**src/design/dfq_pkg.sv**
```systemverilog
// dfq_pkg: shared types and constants for the duplicate-filtering fifo queue
// used by dfq_cell, dedup_fifo_queue and dfq_checker; no dependencies
package dfq_pkg;

    // fixed field widths of the stream words
    localparam int MODE_W        = 2;
    localparam int IN_ID_W       = 64;
    localparam int STATUS_W      = 3;
    localparam int COUNT_FIELD_W = 5;
    localparam int OUT_TDATA_W   = 72;
    localparam int OUT_TUSER_W   = 4;

    // request kinds; code 3 is unused
    localparam logic [MODE_W-1:0] MODE_ADD   = 2'd0;
    localparam logic [MODE_W-1:0] MODE_GET   = 2'd1;
    localparam logic [MODE_W-1:0] MODE_CLEAR = 2'd2;

    typedef enum logic [STATUS_W-1:0] {
        STAT_OK        = 3'd0,
        STAT_DISABLED  = 3'd1,
        STAT_DUPLICATE = 3'd2,
        STAT_NULL_ID   = 3'd3,
        STAT_EMPTY     = 3'd4,
        STAT_FULL      = 3'd5
    } status_t;

    typedef enum logic [1:0] {
        S_IDLE,
        S_SEARCH,
        S_DONE
    } state_t;

    // per-cell control from the queue controller
    typedef struct packed {
        logic load;
        logic shift;
        logic occupied;
    } cell_ctrl_t;

    // search token handed from cell to cell
    typedef struct packed {
        logic token;
        logic match;
    } chain_t;

endpackage

```
**src/design/dfq_cell.sv**
```systemverilog
// dfq_cell: one queue slot holding an identifier, plus one stage of the
// duplicate-search chain; depends on dfq_pkg
module dfq_cell
    import dfq_pkg::*;
#(
    parameter int ID_WIDTH = 64
) (
    input  logic                aclk,
    input  logic                aresetn,
    input  cell_ctrl_t          ctrl,
    input  logic [ID_WIDTH-1:0] new_id,
    input  logic [ID_WIDTH-1:0] next_id,
    input  logic [ID_WIDTH-1:0] query_id,
    input  chain_t              chain_in,
    output chain_t              chain_out,
    output logic [ID_WIDTH-1:0] id_out
);

    logic [ID_WIDTH-1:0] id_reg;
    logic                token_reg;
    logic                match_reg;
    logic                match_next;

    // slot payload: written on add, takes the neighbor's word on pop
    always_ff @(posedge aclk) begin
        if (ctrl.load) begin
            id_reg <= new_id;
        end else if (ctrl.shift) begin
            id_reg <= next_id;
        end
    end

    assign match_next = chain_in.match
                      | (chain_in.token & ctrl.occupied & (id_reg == query_id));

    always_ff @(posedge aclk) begin
        if (!aresetn) begin
            token_reg <= 1'b0;
            match_reg <= 1'b0;
        end else begin
            token_reg <= chain_in.token;
            match_reg <= match_next;
        end
    end

    assign chain_out = '{token: token_reg, match: match_reg};
    assign id_out    = id_reg;

endmodule

```
**src/design/dedup_fifo_queue.sv**
```systemverilog
// dedup_fifo_queue: fifo of identifiers that refuses duplicates
// top level: request controller, a row of dfq_cell slots; depends on dfq_pkg
//
// channel  direction  fields (low bit up)
// s_axis   in         tuser: mode[1:0]  tdata: object_id[63:0]
// m_axis   out        tuser: ok[0], status[3:1]
//                     tdata: popped_id[63:0], entry_count[68:64], zero pad
// cfg_w    in         wdata: pool_enable
//
// one request at a time. an add that passes the null and enable checks sends
// a token down the row of DEPTH cells, one cell a cycle, before its result is
// formed; get, clear and adds refused by those checks skip the search.
// a finished word waits in the output register while the next one is taken;
// a stalled output holds the controller in its result state.
// reset clears state, count, enable and the search chain; slot contents are not
// cleared and only occupied slots are ever read.
module dedup_fifo_queue
    import dfq_pkg::*;
#(
    parameter int DEPTH    = 16,
    parameter int ID_WIDTH = 64
) (
    input  logic                   aclk,
    input  logic                   aresetn,
    input  logic                   s_axis_tvalid,
    output logic                   s_axis_tready,
    input  logic [IN_ID_W-1:0]     s_axis_tdata,   // object_id
    input  logic [MODE_W-1:0]      s_axis_tuser,   // mode
    output logic                   m_axis_tvalid,
    input  logic                   m_axis_tready,
    output logic [OUT_TDATA_W-1:0] m_axis_tdata,   // popped_id, entry_count
    output logic [OUT_TUSER_W-1:0] m_axis_tuser,   // ok, status
    input  logic                   cfg_wvalid,
    output logic                   cfg_wready,
    input  logic                   cfg_wdata       // pool_enable
);

    localparam int CNT_W = $clog2(DEPTH + 1);

    state_t                     state_reg, state_next;
    logic [MODE_W-1:0]          req_mode_reg;
    logic [ID_WIDTH-1:0]        req_id_reg;
    logic                       start_reg;
    logic                       dup_reg;
    logic [CNT_W-1:0]           count_reg, count_next;
    logic                       enable_reg;

    logic                       m_valid_reg;
    logic                       out_ok_reg;
    status_t                    out_status_reg;
    logic [IN_ID_W-1:0]         out_popped_reg;
    logic [COUNT_FIELD_W-1:0]   out_count_reg;

    logic                       s_accept;
    logic                       needs_search;
    logic                       out_free;
    logic                       fire;
    logic                       res_ok;
    status_t                    res_status;
    logic [IN_ID_W-1:0]         res_popped;
    logic                       do_add, do_get, do_clear;

    logic [ID_WIDTH-1:0]        cell_id [DEPTH];
    chain_t                     chain   [DEPTH+1];
    cell_ctrl_t                 ctrl    [DEPTH];

    assign s_axis_tready = (state_reg == S_IDLE);
    assign s_accept      = s_axis_tvalid & s_axis_tready;
    assign needs_search  = (s_axis_tuser == MODE_ADD)
                         & (s_axis_tdata[ID_WIDTH-1:0] != '0) & enable_reg;
    assign out_free      = ~m_valid_reg | m_axis_tready;
    assign fire          = (state_reg == S_DONE) & out_free;
    assign cfg_wready    = 1'b1;

    // next state
    always_comb begin
        state_next = state_reg;
        unique case (state_reg)
            S_IDLE: begin
                if (s_accept) begin
                    state_next = needs_search ? S_SEARCH : S_DONE;
                end
            end
            S_SEARCH: begin
                if (chain[DEPTH].token) begin
                    state_next = S_DONE;
                end
            end
            S_DONE: begin
                if (out_free) begin
                    state_next = S_IDLE;
                end
            end
            default: state_next = S_IDLE;
        endcase
    end

    // request outcome, checks in priority order
    always_comb begin
        res_ok     = 1'b0;
        res_status = STAT_DISABLED;
        res_popped = '0;
        do_add     = 1'b0;
        do_get     = 1'b0;
        do_clear   = 1'b0;
        unique case (req_mode_reg)
            MODE_ADD: begin
                priority if (req_id_reg == '0) begin
                    res_status = STAT_NULL_ID;
                end else if (!enable_reg) begin
                    res_status = STAT_DISABLED;
                end else if (dup_reg) begin
                    res_status = STAT_DUPLICATE;
                end else if (count_reg == CNT_W'(DEPTH)) begin
                    res_status = STAT_FULL;
                end else begin
                    res_ok     = 1'b1;
                    res_status = STAT_OK;
                    do_add     = 1'b1;
                end
            end
            MODE_GET: begin
                priority if (!enable_reg) begin
                    res_status = STAT_DISABLED;
                end else if (count_reg == '0) begin
                    res_status = STAT_EMPTY;
                end else begin
                    res_ok     = 1'b1;
                    res_status = STAT_OK;
                    res_popped = IN_ID_W'(cell_id[0]);
                    do_get     = 1'b1;
                end
            end
            MODE_CLEAR: begin
                res_ok     = 1'b1;
                res_status = STAT_OK;
                do_clear   = 1'b1;
            end
            default: begin
                res_status = STAT_DISABLED;
            end
        endcase
    end

    always_comb begin
        priority if (do_clear) begin
            count_next = '0;
        end else if (do_add) begin
            count_next = CNT_W'(count_reg + 1'b1);
        end else if (do_get) begin
            count_next = CNT_W'(count_reg - 1'b1);
        end else begin
            count_next = count_reg;
        end
    end

    always_ff @(posedge aclk) begin
        if (!aresetn) begin
            state_reg   <= S_IDLE;
            start_reg   <= 1'b0;
            count_reg   <= '0;
            enable_reg  <= 1'b0;
            m_valid_reg <= 1'b0;
        end else begin
            state_reg <= state_next;
            start_reg <= s_accept & needs_search;
            if (cfg_wvalid) begin
                enable_reg <= cfg_wdata;
            end
            if (fire) begin
                count_reg   <= count_next;
                m_valid_reg <= 1'b1;
            end else if (m_axis_tready) begin
                m_valid_reg <= 1'b0;
            end
        end
    end

    // request and result payload
    always_ff @(posedge aclk) begin
        if (s_accept) begin
            req_mode_reg <= s_axis_tuser;
            req_id_reg   <= s_axis_tdata[ID_WIDTH-1:0];
            dup_reg      <= 1'b0;
        end else if (chain[DEPTH].token) begin
            dup_reg <= chain[DEPTH].match;
        end
        if (fire) begin
            out_ok_reg     <= res_ok;
            out_status_reg <= res_status;
            out_popped_reg <= res_popped;
            out_count_reg  <= COUNT_FIELD_W'(count_next);
        end
    end

    assign chain[0] = '{token: start_reg, match: 1'b0};

    // row of slots, oldest in cell 0
    for (genvar i = 0; i < DEPTH; i++) begin : g_cell
        logic [ID_WIDTH-1:0] nbr_id;

        if (i < DEPTH - 1) begin : g_mid
            assign nbr_id = cell_id[i+1];
        end else begin : g_last
            assign nbr_id = cell_id[i];
        end

        assign ctrl[i] = '{
            load:     fire & do_add & (count_reg == CNT_W'(i)),
            shift:    fire & do_get,
            occupied: (CNT_W'(i) < count_reg)
        };

        dfq_cell #(
            .ID_WIDTH(ID_WIDTH)
        ) u_cell (
            .aclk      (aclk),
            .aresetn   (aresetn),
            .ctrl      (ctrl[i]),
            .new_id    (req_id_reg),
            .next_id   (nbr_id),
            .query_id  (req_id_reg),
            .chain_in  (chain[i]),
            .chain_out (chain[i+1]),
            .id_out    (cell_id[i])
        );
    end

    assign m_axis_tvalid = m_valid_reg;
    assign m_axis_tdata  = {(OUT_TDATA_W - IN_ID_W - COUNT_FIELD_W)'(0),
                            out_count_reg, out_popped_reg};
    assign m_axis_tuser  = {out_status_reg, out_ok_reg};

endmodule

```
**config.mk**
```make
export PLATFORM = sky130hd
export DESIGN_NAME = dedup_fifo_queue
export DESIGN_NICKNAME = d
export VERILOG_FILES = /design/src/design/dfq_pkg.sv /design/src/design/dfq_cell.sv /design/src/design/dedup_fifo_queue.sv
export SDC_FILE = /design/constraint.sdc
export NUM_CORES = 2
export LEC_CHECK = 0
export BUFFER_PORTS_ARGS = -buffer_cell sky130_fd_sc_hd__buf_2
export CAP_MARGIN = 20
export CORE_MARGIN = 4
export CORE_UTILIZATION = 30
export CTS_CLUSTER_DIAMETER = 30
export DETAILED_ROUTE_END_ITERATION = 7
export SLEW_MARGIN = 0
export SYNTH_ARGS = -nofsm -noshare
export SYNTH_HDL_FRONTEND = slang
export SYNTH_SLANG_ARGS = --single-unit
```
**constraint.sdc**
```tcl
create_clock -name aclk -period 9 [get_ports aclk]
set_input_delay 0.45 -clock aclk [delete_from_list [all_inputs] [get_ports aclk]]
set_output_delay 0.45 -clock aclk [all_outputs]
set_load 0.01 [all_outputs]
```
# Yosys cells after proc, flatten, opt, wreduce, memory -nomap -nowiden

Cells that the tools add are included.

Flip-flop bits (word level): 1206
Output and inout bits: 79

Add/subtract/negate cells: 2
Order comparisons: 16
Equality and inequality tests: 39
Mux-type cells: 57
Bitwise operators: 74
Reductions and logical operators: 24

Operators with widths:

| operator            | number |
|---|---|
| $mux 64             | 30 |
| $eq 64x64->1        | 16 |
| $logic_not 64->1    | 1 |
| $reduce_bool 64->1  | 1 |
| $and 1x1->1         | 55 |
| $eq 5x4->1 const B  | 8 |
| $lt 4x5->1 const A  | 8 |
| $reduce_bool 2->1   | 16 |
| $eq 5x3->1 const B  | 4 |
| $lt 3x5->1 const A  | 4 |
| $mux 3              | 6 |
| $or 1x1->1          | 16 |
| $mux 5              | 3 |
| $mux 1              | 11 |
| $eq 5x2->1 const B  | 2 |
| $lt 1x5->1 const A  | 2 |
| $lt 2x5->1 const A  | 2 |
| $pmux 3 s3          | 1 |
| $mux 2              | 4 |
| $logic_not 2->1     | 3 |
| $pmux 2 s3          | 1 |
| $add 5x1->5 const B | 1 |
| $eq 5x1->1 const B  | 1 |
| $eq 5x5->1 const B  | 1 |
| 10 further kinds    | 15 |

# Depth between registers and ports, before layout

Word-level depth: 9
Depth in mapped cells: 11
Gate-level depth less buffers: 8

# Modules after synthesis

A second synthesis with hierarchy kept.

Cell total of the unflattened synthesis: 4184
Area, all modules: 61860.6 um^2

By module, submodules not included:

| module           | instances | cells an instance | area each (um^2) |
|---|---|---|---|
| dfq_cell         | 16        | 234               | 3479.6 |
| dedup_fifo_queue | 1         | 440               | 6187.2 |

# Least setup slack after synthesis

OpenSTA, ideal clock, no wires.

Path kind: input -> register
From: input port m_axis_tready
To: register g_cell[15].u_cell.id_reg[0], enable pin
Library setup time: 0.647 ns
Arrival: 9.200 ns
Data required time: 8.353 ns
Path slack: -0.846 ns
Cell stages on the path: 6
Cells stage by stage: nand2b_1 > nand2b_1 > inv_1 > clkbuf_1 > nand2_1 > nor4_1

RTL lines:

| what                 | RTL line               | source |
|---|---|---|
| start, declared      | dedup_fifo_queue.sv:30 | `input logic m_axis_tready,` |
| end signal, assigned | dfq_cell.sv:27         | `id_reg <= new_id;` |
| end signal, assigned | dfq_cell.sv:29         | `id_reg <= next_id;` |
| end, declared        | dfq_cell.sv:19         | `logic [ID_WIDTH-1:0] id_reg;` |

# Worst setup path after layout

From: register count_reg[1]
To: register g_cell[4].u_cell.id_reg[46], enable pin

Word-level cells in the longest chain between the ends: 9

RTL lines:

| what                                 | RTL line                | source |
|---|---|---|
| start, declared                      | dedup_fifo_queue.sv:45  | `logic [CNT_W-1:0] count_reg, count_next;` |
| start signal, assigned               | dedup_fifo_queue.sv:171 | `count_reg <= count_next;` |
| $eq 5x5->1                           | dedup_fifo_queue.sv:114 | `end else if (count_reg == CNT_W'(DEPTH)) begin` |
| $mux 1                               | dedup_fifo_queue.sv:114 |  |
| $mux 1                               | dedup_fifo_queue.sv:112 | `end else if (dup_reg) begin` |
| $mux 1                               | dedup_fifo_queue.sv:110 | `end else if (!enable_reg) begin` |
| $mux 1                               | dedup_fifo_queue.sv:108 | `priority if (req_id_reg == '0) begin` |
| $mux 1                               | dedup_fifo_queue.sv:106 | `unique case (req_mode_reg)` |
| $and 1x1->1 (2 in a row)             | dedup_fifo_queue.sv:209 | `load: fire & do_add & (count_reg == CNT_W'(i)),` |
| $reduce_bool 2->1 (no source line) * | n/a                     |  |
| end signal, assigned                 | dfq_cell.sv:27          |  |
| end signal, assigned                 | dfq_cell.sv:29          |  |
| end, declared                        | dfq_cell.sv:19          |  |

Every way passes the cells marked *; elsewhere a longest branch is shown, timed or not.
A chain may end at the register's enable or synchronous reset.

==> flow_metrics.env <==
export IMPL_postSynthAreaPerCell_um2=14.4
export IMPL_r2r_cells=8
export IMPL_synth_top_cell_area_share_pct=56.3
export IMPL_run_status="completed"
export IMPL_setup_tns_ns=0
export IMPL_placement_io_buffers=146
export IMPL_timing_worst_setup_path_type="reg2reg"
export IMPL_design_area_um2=75400
export IMPL_area_contributors_post_synth="edfxtp_1, mux2_2, xor2_1"
export IMPL_grt_pass1_vias=40900
export IMPL_grt_pass1_wl_mm=341
export IMPL_clk_root_buffer_cell="clkbuf_16"
export IMPL_critical_r2r_capture="g_cell[4].u_cell.id_out[46]"
export IMPL_vdd_ir_drop_worst_uv=210
export IMPL_place_congestion=0.962
export IMPL_slew_headroom_pct=25.6
export IMPL_detailed_place_area_um2=65500
export IMPL_clock_sinks=1206
export IMPL_aggregate_routed_wire_length_mm=252
export IMPL_worstPathCellList="inv_1 -> ha_1 -> and3_1 -> or4_4 -> nor2_4 -> nand3_4 -> nand2_2 -> buf_4"
export IMPL_ys_types=70
export IMPL_design_portCount=151
export IMPL_required_time_worst_endpoint_ns=9.45
export IMPL_wl_per_cell_um=33.5
export IMPL_mappedNetlistArea_um2=62100
export IMPL_floorplan_die_area_um2=214000
export IMPL_worst_setup_startpoint="count_reg[1]"
export IMPL_timing_hold_violations_final=0
export IMPL_ant_nets=0
export IMPL_clock_latency_ns=0.90
export IMPL_p_leak_nw=25.9
export IMPL_timing_clock_skew_ns=0.0821
export IMPL_largest_net_degree_at_the_start_of_global_routing=73
export IMPL_min_clock_period_post_route_ns=5.22
export IMPL_timing_hold_worst_class="in2reg"
export IMPL_setup_viol_count_final=0
export IMPL_postCtsSetupRepairBufs=0
export IMPL_cap_violations=0
export IMPL_post_route_util_pct=36.7
export IMPL_cts_buffers=274
export IMPL_drc_violation_count_after_routing=0
export IMPL_multi_input_comb_area_um2=24000
export IMPL_cp_start_kind="flop"
export IMPL_design_core_area_um2=205000
export IMPL_largest_register_ffs=1024
export IMPL_slew_violations=0
export IMPL_fin_nets=4691
export IMPL_timing_reg2reg_setup_slack_ns=3.78
export IMPL_rsz_0062_raised_after_global_routing="false"
export IMPL_cts_tree="done"
export IMPL_cts_hold_repair_buffers=69
export IMPL_pwr_density_cell_nw_per_um2=226
export IMPL_grt_usage_pct=22.6
export IMPL_final_layout_size_suffix_gt1_share_pct=30.4
export IMPL_synth_yosys_warnings=0
export IMPL_detail_route_iter0_violations=6478
export IMPL_timing_critical_path_to="g_cell[4].u_cell.id_out[46]"
export IMPL_timing_hold_worst_path_depth=4
export IMPL_route_vias_total=41900
export IMPL_clock_path_buffers=4
export IMPL_fin_crit_sh_pct=58.0
export IMPL_synth_cells=4325
export IMPL_postSynth_topFlopCell="edfxtp_1"
export IMPL_cts_max_level=5
export IMPL_grt_remaining_overflow=0
export IMPL_postCtsResizedCells=0
export IMPL_floorplan_die_height_um=463
export IMPL_timing_worst_slew_pin_value_ns=1.12
export IMPL_cell_type_with_the_highest_aggregate_area_in_the_netlist="edfxtp_1"
export IMPL_grt_antenna_before_repair=21
export IMPL_critical_path_max_stage_delay_ns=0.86
export IMPL_synth_async_reset_ratio_pct=0
export IMPL_clkTransAtPathRegs_ns=0.05
export IMPL_number_of_synthesized_register_bits=1206
export IMPL_num_fill_cells=19500
export IMPL_ff_latch_area_um2=35800
export IMPL_rows=166
export IMPL_fmax_mhz=192
export IMPL_flow_area_growth_from_synthesis_pct=21.5
export IMPL_via_per_inst=5.58
export IMPL_start_util_pct=30.2
export IMPL_drtPass1Iterations=7
export IMPL_critical_path_endpoint_type="flop"
export IMPL_critPathMaxFanout=65
export IMPL_regToRegStartpoint="count_reg[1]"
export IMPL_cpMaxStageDelayCell="nand3_4"
export IMPL_die_width_um=463
export IMPL_timing_critical_path_arrival_ns=5.66
export IMPL_yosysSeqAreaShare_pct=57.7
export IMPL_post_dp_hpwl_mm=176
export IMPL_synth_edff_count=1163
==> synth_stat cells, types with 4 or more instances <==
library cell,instances
a2111oi_0,6
a21oi_1,9
a221oi_1,42
a222oi_1,6
a22o_1,41
a22oi_1,9
a32o_1,6
and2_1,80
and3_1,4
buf_1,53
buf_2,40
buf_4,21
buf_6,65
clkbuf_1,173
clkinv_1,9
dfxtp_1,43
edfxtp_1,1163
ha_1,5
inv_1,127
mux2_1,193
mux2_2,611
mux2_4,88
mux2i_1,75
nand2_1,37
nand2b_1,15
nand3_1,35
nand4_1,130
nor2_1,28
nor2b_1,4
nor3_1,18
nor4_1,195
nor4_2,4
o2111ai_1,4
o21ai_0,19
o221ai_1,8
o22ai_1,84
o2bb2ai_1,18
xnor2_1,339
xor2_1,465
==> report_power, final <==
part           internal, mW  leakage, nW  switching [mW]
clock                  6.73         4.38            3.26
sequential             6.13         10.9          0.0300
combinational         0.230         10.6           0.653
total                  13.1         25.9            3.94
==> critical path, delay by kind of cell, from the launching register on <==
kind | cells | cell delay [ns]
AND/OR/NAND/NOR | 5 | 2.86
flip-flops | 1 | 0.62
buffers and inverters | 2 | 0.88
adder cells (fa/ha/maj) | 1 | 0.37
==> cells in the final DEF (no fill, tap or decap), drive strengths merged, types with 35 or more instances in the layout <==
master | Yosys | routed
edfxtp | 1163 | 1163
mux2 | 892 | 892
xor2 | 465 | 465
xnor2 | 339 | 339
clkbuf | 173 | 317
buf | 180 | 295
nor4 | 202 | 202
inv | 127 | 147
nand4 | 131 | 131
o22ai | 84 | 84
clkinv | 9 | 83
and2 | 80 | 80
mux2i | 75 | 75
dlygate4sd3 | 0 | 69
dfxtp | 43 | 43
a221oi | 42 | 42
a22o | 41 | 41
nand2 | 38 | 38
nand3 | 35 | 35
==> through the flow <==
step	setup slack [ns]	hold slack, ns	cells	power [mW]
finish	3.78	0.0972	7511	17.0
global route	3.63	0.126	7502	17.4
CTS	3.83	0.0433	7497	17.0
detailed placement	3.83	0.423	6952	7.08
global placement	3.97	0.429	6951	7.08
floorplan	1.77	0.401	4327	6.66
==> cell type report <==
cell class              instances  area share [%]
diodes                          9          0.0299
clock buffers                 317            9.71
clock inverters               159            2.37
inverters                     136           0.681
multi-input cells            2632            31.8
flip-flops and latches       1206            47.5
well taps                    2688            4.46
repair buffers                364            3.46
==> per-layer routing <==
metal / up-vias / track usage (%) / routed length (µm)
met5: - / 0 / 20
met4: 4 / 9.95 / 12600
met3: 677 / 6.39 / 30100
met2: 3070 / 34.3 / 110000
met1: 21200 / 30.1 / 98700
li1: 16900 / - / -
==> how the worst min path moves through the flow <==
stage	start	slack, ns	end
CTS	s_axis_tvalid	0.04	state_reg[1]
finish	s_axis_tvalid	0.1	state_reg[1]
detailed placement	g_cell[9].u_cell.match_reg	0.42	g_cell[10].u_cell.match_reg
floorplan	g_cell[1].u_cell.match_reg	0.40	g_cell[2].u_cell.match_reg
global route	s_axis_tvalid	0.13	state_reg[1]
global placement	g_cell[9].u_cell.match_reg	0.43	g_cell[10].u_cell.match_reg
==> cells by family (layout without fill, tap and decap cells) <==
group	Yosys count	count (layout)	synth area share (%)
xor gates and xnor gates	804	804	11.3
other	2	13	0.0121
AOI/OAI and AO/OA	277	277	3.37
and+or+nand+nor	575	575	5.62
adders and majority gates	5	5	0.101
muxes	967	967	17.9
buffers and inverters	489	976	3.97
DFF	1206	1206	57.7
(Power assumes the default switching activity.)
